$ cat src/hw/rtl/bds_pkg.sv
// Shared types and constants for the 2x2 box downsampler.
package bds_pkg;

  localparam int CFG_BITS     = 12;
  localparam int CFG_IDX_BITS = 2;
  localparam int ROW_BITS     = 11;
  localparam int FIELD_BITS   = 16;
  localparam int NUM_LANES    = 4;
  localparam int HEIGHT_LIMIT = 2048;

  // Configuration register indexes
  localparam logic [CFG_IDX_BITS-1:0] REG_FRAME_WIDTH  = 2'd0;
  localparam logic [CFG_IDX_BITS-1:0] REG_FRAME_HEIGHT = 2'd1;

  typedef struct packed {
    logic [FIELD_BITS-1:0] in_ch0;
    logic [FIELD_BITS-1:0] in_ch1;
    logic [FIELD_BITS-1:0] in_ch2;
    logic [FIELD_BITS-1:0] in_ch3;
  } bds_in_t;

  typedef struct packed {
    logic [FIELD_BITS-1:0] out_ch0;
    logic [FIELD_BITS-1:0] out_ch1;
    logic [FIELD_BITS-1:0] out_ch2;
    logic [FIELD_BITS-1:0] out_ch3;
    logic                  frame_done;
  } bds_out_t;

  // Per-pixel position flags, from the counters to the lanes
  typedef struct packed {
    logic odd_col;     // pixel completes a horizontal pair
    logic single;      // even last column, no horizontal partner
    logic complete;    // horizontal sum is final for this pixel
    logic odd_row;     // second row of the block
    logic last_row;    // frame row with no vertical partner below
    logic emit;        // pixel produces an output
    logic frame_end;   // last pixel of the frame
  } bds_flags_t;

endpackage

$ cat src/hw/rtl/bds_ctrl.sv
// Geometry registers and column/row counters that classify each pixel.
module bds_ctrl #(
  parameter int MAX_WIDTH = 2048,
  parameter int XW        = 11,
  parameter int AW        = 10
) (
  input  logic                              clk,
  input  logic                              rst,
  input  logic                              cfg_valid,
  input  logic [bds_pkg::CFG_IDX_BITS-1:0]  cfg_index,
  input  logic [bds_pkg::CFG_BITS-1:0]      cfg_data,
  input  logic                              take,
  output bds_pkg::bds_flags_t               flags,
  output logic [AW-1:0]                     addr
);

  localparam int WCMP = (XW + 1 > bds_pkg::CFG_BITS) ? XW + 1 : bds_pkg::CFG_BITS;
  localparam int HCMP = bds_pkg::CFG_BITS;

  logic [bds_pkg::CFG_BITS-1:0] frame_width;
  logic [bds_pkg::CFG_BITS-1:0] frame_height;
  logic [XW-1:0]                column_count;
  logic [bds_pkg::ROW_BITS-1:0] row_count;

  logic [WCMP-1:0] width_eff;
  logic [HCMP-1:0] height_eff;
  logic [WCMP-1:0] x_plus;
  logic [HCMP-1:0] y_plus;
  logic [XW-1:0]   x_half;
  logic            last_col;
  logic            last_row;

  // Clamp the geometry into its legal range
  always_comb begin
    if (frame_width == '0) begin
      width_eff = WCMP'(1);
    end else if (WCMP'(frame_width) > WCMP'(MAX_WIDTH)) begin
      width_eff = WCMP'(MAX_WIDTH);
    end else begin
      width_eff = WCMP'(frame_width);
    end
    if (frame_height == '0) begin
      height_eff = HCMP'(1);
    end else if (frame_height > HCMP'(bds_pkg::HEIGHT_LIMIT)) begin
      height_eff = HCMP'(bds_pkg::HEIGHT_LIMIT);
    end else begin
      height_eff = frame_height;
    end
  end

  // Classify the current pixel position
  always_comb begin
    x_plus   = WCMP'(column_count) + WCMP'(1);
    y_plus   = HCMP'(row_count) + HCMP'(1);
    last_col = (x_plus >= width_eff);
    last_row = (y_plus >= height_eff);
    x_half   = column_count >> 1;
    addr     = AW'(x_half);

    flags.odd_col   = column_count[0];
    flags.single    = !column_count[0] && last_col;
    flags.complete  = column_count[0] || last_col;
    flags.odd_row   = row_count[0];
    flags.last_row  = last_row;
    flags.emit      = (column_count[0] || last_col) && (row_count[0] || last_row);
    flags.frame_end = last_col && last_row;
  end

  // Take configuration writes; unknown indexes are dropped
  always_ff @(posedge clk) begin
    if (rst) begin
      frame_width  <= bds_pkg::CFG_BITS'(2048);
      frame_height <= bds_pkg::CFG_BITS'(2048);
    end else if (cfg_valid) begin
      case (cfg_index)
        bds_pkg::REG_FRAME_WIDTH:  frame_width  <= cfg_data;
        bds_pkg::REG_FRAME_HEIGHT: frame_height <= cfg_data;
        default: ;
      endcase
    end
  end

  // Advance the raster position on each input transfer
  always_ff @(posedge clk) begin
    if (rst) begin
      column_count <= '0;
      row_count    <= '0;
    end else if (take) begin
      if (last_col) begin
        column_count <= '0;
        row_count    <= last_row ? '0 : bds_pkg::ROW_BITS'(y_plus);
      end else begin
        column_count <= XW'(x_plus);
      end
    end
  end

endmodule

$ cat config.mk
export PLATFORM = sky130hd
export DESIGN_NAME = bds_ctrl
export DESIGN_NICKNAME = d
export VERILOG_FILES = /design/src/hw/rtl/bds_pkg.sv /design/src/hw/rtl/bds_ctrl.sv
export SDC_FILE = /design/constraint.sdc
export NUM_CORES = 1
export LEC_CHECK = 0
export BUFFER_PORTS_ARGS = -buffer_cell sky130_fd_sc_hd__buf_2
export CORE_MARGIN = 8
export CORE_UTILIZATION = 35
export CTS_CLUSTER_SIZE = 25
export DETAILED_ROUTE_END_ITERATION = 16
export SLEW_MARGIN = 20
export SYNTH_ARGS = -nofsm -noshare
export SYNTH_HDL_FRONTEND = slang
export SYNTH_SLANG_ARGS = --single-unit
$ cat constraint.sdc
create_clock -name clk -period 4.5 [get_ports clk]
set_input_delay 0.225 -clock clk [delete_from_list [all_inputs] [get_ports clk]]
set_output_delay 0.225 -clock clk [all_outputs]
set_load 0.01 [all_outputs]
==> metrics <==
Leakage=0.001385 µW; grt met2 use=18.28%; Post-Synth Adder-Cell Area=11.74%; final setup fails=0; CTS tree=yes; Mapped Cells=337; CP cell instances=ha_1 > and3_1 > nand3_1 > inv_1 > nand3_1 > xnor2_1 > ha_1 > a21o_1 > a21oi_1 > o21a_1 > a31oi_2 > nor2b_1 > buf_2; clock skew=0.007559 ns; critical path capture point type=output pin; post-synthesis simple-gate area fraction=between 20% and 30%; slowest CP cell=dfxtp_1; WL/cell=14.18 µm; PostCTS Resize Cnt=0; H-tree depth reported by CTS=2; RSZ-0062 raised after global routing=no; crit share post-route=74.84%; fraction of registers with async set/reset=0%; status=finished clean; clock buffer depth=2; Synth Register Bits=46; Clk pin slew, worst setup/hold paths=0.10 ns; Core Util, Final=40.79%; Syn Area/Cell=8.220 µm²; effective utilization at floorplan=36.04%; achievable frequency=0.2969 GHz; post-synthesis mux area share=0.4065%; drt drc=0; EDFF count, synth=0; initial antenna violation count=0; routed wire length=~6700 µm; vias in the first global route=about 2.5k; CP max FO=7; Sink Count=46; Final Non-Filler Cells=470; layout cells sized above 1=16.30%; grt met3 use=under 10%; filler cell count=between 800 and 900; synth warn=0; M1 GR Usage=16.99%; # rows=32; worst-skew pair later-pin latency=0.31 ns; Mapped Nets=381; nets@finish=411; port bufs=34; initial drt markers=between 80 and 90; Synth Area in Compound Gates=between 20% and 30%; Pins Over Slew Limit=0; hold buffer count at cts=0; Req. time, crit path=4.28 ns; Placer Congestion=roughly 0.8; total gr overflow=0; Worst setup SP type=flip-flop; Die Width=around 100 µm; Least-Margin Pin Slew=0.6294 ns; CP max stage delay=0.49 ns; Critical Path AT=3.14 ns; Final min period=3.368 ns; Final ANT Viol Nets=0; core area=0.007687 mm²; Synth top area share=between 30% and 40%; post-synth top area cell=dfxtp_1; Final Hold Viols=0; Ports=35; area growth from synthesis to layout=13.19%; main combinational cell family by area after synthesis=simple AND/OR/NAND/NOR gates; max_cap viols=0; Cell Count Post-Placement=462; most frequent cell after synthesis=nand2_1; dpl hpwl=5159 µm; Root Driver=clkbuf_8; die area=0.01102 mm²; Post-synth top cells=nand2_1 (79), dfxtp_1 (46), a21oi_1 (29), ha_1 (26), nor2_1 (17); gr busiest metal=met2; Main synth FF type=dfxtp_1; Max VDD drop=0.1248 mV; drt first pass iters=4; drt via density=5.189; HP Class=input port to flip-flop; Setup TNS=0 ns; kind of critical path=flip-flop to output pin; Slew HR=58.04%; mapped cell area=0.002770 mm²; distinct cell type count of the synthesized netlist=49; top post-synthesis cells by area=dfxtp_1 (33%), ha_1 (12%), nand2_1 (11%); sequential-to-total area share from yosys stat=33.24%; GRT Total Usage=12.35%; DR vias=2439; die height=105.0 µm; pwr dens=~270 mW/mm²; # diodes=0; pin count of the biggest net entering global routing=32; setup bufs post-CTS=0; Synth Area in XOR/XNOR=under 10%; Num CTS Buffers=5; first-pass GRT wire length=11530 µm
==> layout make-up <==
cell class	instances	area (µm²)	share of cell area, %
multi-input combinational	271	1767	56.34
tap	102	127.6	4.070
sequential	46	920.9	29.37
clock inverter	3	43.79	1.397
clock buffer	5	68.82	2.195
timing repair buffer	35	177.7	5.666
inverter	8	30.03	0.9577
==> routing by layer <==
layer | vias to the layer above | wire length, µm
met4 | 0 | 74
met5 | - | 0
met2 | 53 | 2749
li1 | 1256 | -
met3 | 5 | 331
met1 | 1125 | 3510
==> placed cells by master, fill, tap and decap left out, types with 2 or more instances in the layout <==
cell type	count
xnor2_1	10
a22o_1	11
ha_1	26
o211ai_1	2
dfxtp_1	46
nor2_1	17
inv_1	8
nor3_1	2
o22ai_1	5
o21ai_0	8
o21a_1	4
a31oi_1	2
xor2_1	8
a22o_2	7
clkbuf_8	5
nor2b_1	8
and3_1	11
buf_2	34
nand2_1	79
nor4_1	4
a21oi_1	29
nand2b_1	2
nand3_1	11
==> through the flow <==
stage / setup slack (ns) / area, µm² / total power, µW / hold WS [ns]
after global placement: 1.176 / 3023 / 532.0 / 0.4589
after detailed placement: 1.143 / 3023 / 534.3 / 0.4665
final: 1.132 / 3136 / 845.2 / 0.1600
after global routing: 0.8177 / 3136 / 880.7 / 0.1567
after floorplan: 1.560 / 2770 / 501.1 / 0.3610
after CTS: 1.107 / 3136 / 851.8 / 0.1580
==> sequential cells by signal, indices dropped and copies added, names as in the netlist <==
name / cells
frame_height: 12
frame_width: 12
column_count: 11
row_count: 11
==> logic make-up after synthesis <==
| kind of cell | Yosys count |
|---|---|
| AO/OA/AOI/OAI | 83 |
| AND/OR/NAND/NOR | 143 |
| buffers and inverters | 20 |
| XOR/XNOR | 18 |
| flip-flops | 46 |
| adder cells (fa/ha/maj) | 26 |
| multiplexers | 1 |
==> where the power goes <==
group | internal [µW] | switching, µW | leakage [µW]
combinational | 39.3 | 58.5 | 0.000953
clock | 167 | 154 | 0.0000585
sequential | 416 | 9.81 | 0.000373
==> worst max-delay path: cells and delay by family, from the launching register on <==
kind / cells / cell delay [ns]
compound gates: 4 / 0.74
simple gates: 4 / 0.63
flops: 1 / 0.49
fa+ha+maj: 2 / 0.47
buf+inv: 2 / 0.26
xor+xnor: 1 / 0.23
==> final timing paths <==
kind,endpoint,cells past startpoint,startpoint,slack (ns)
worst max register to register,row_count[0],12,column_count[0],1.14
worst min register to register,frame_width[2],2,frame_width[2],0.48
worst min-delay path,frame_height[4],3,cfg_data[4],0.16
worst max-delay path,flags[0],13,row_count[0],1.13
(Power assumes the default switching activity.)
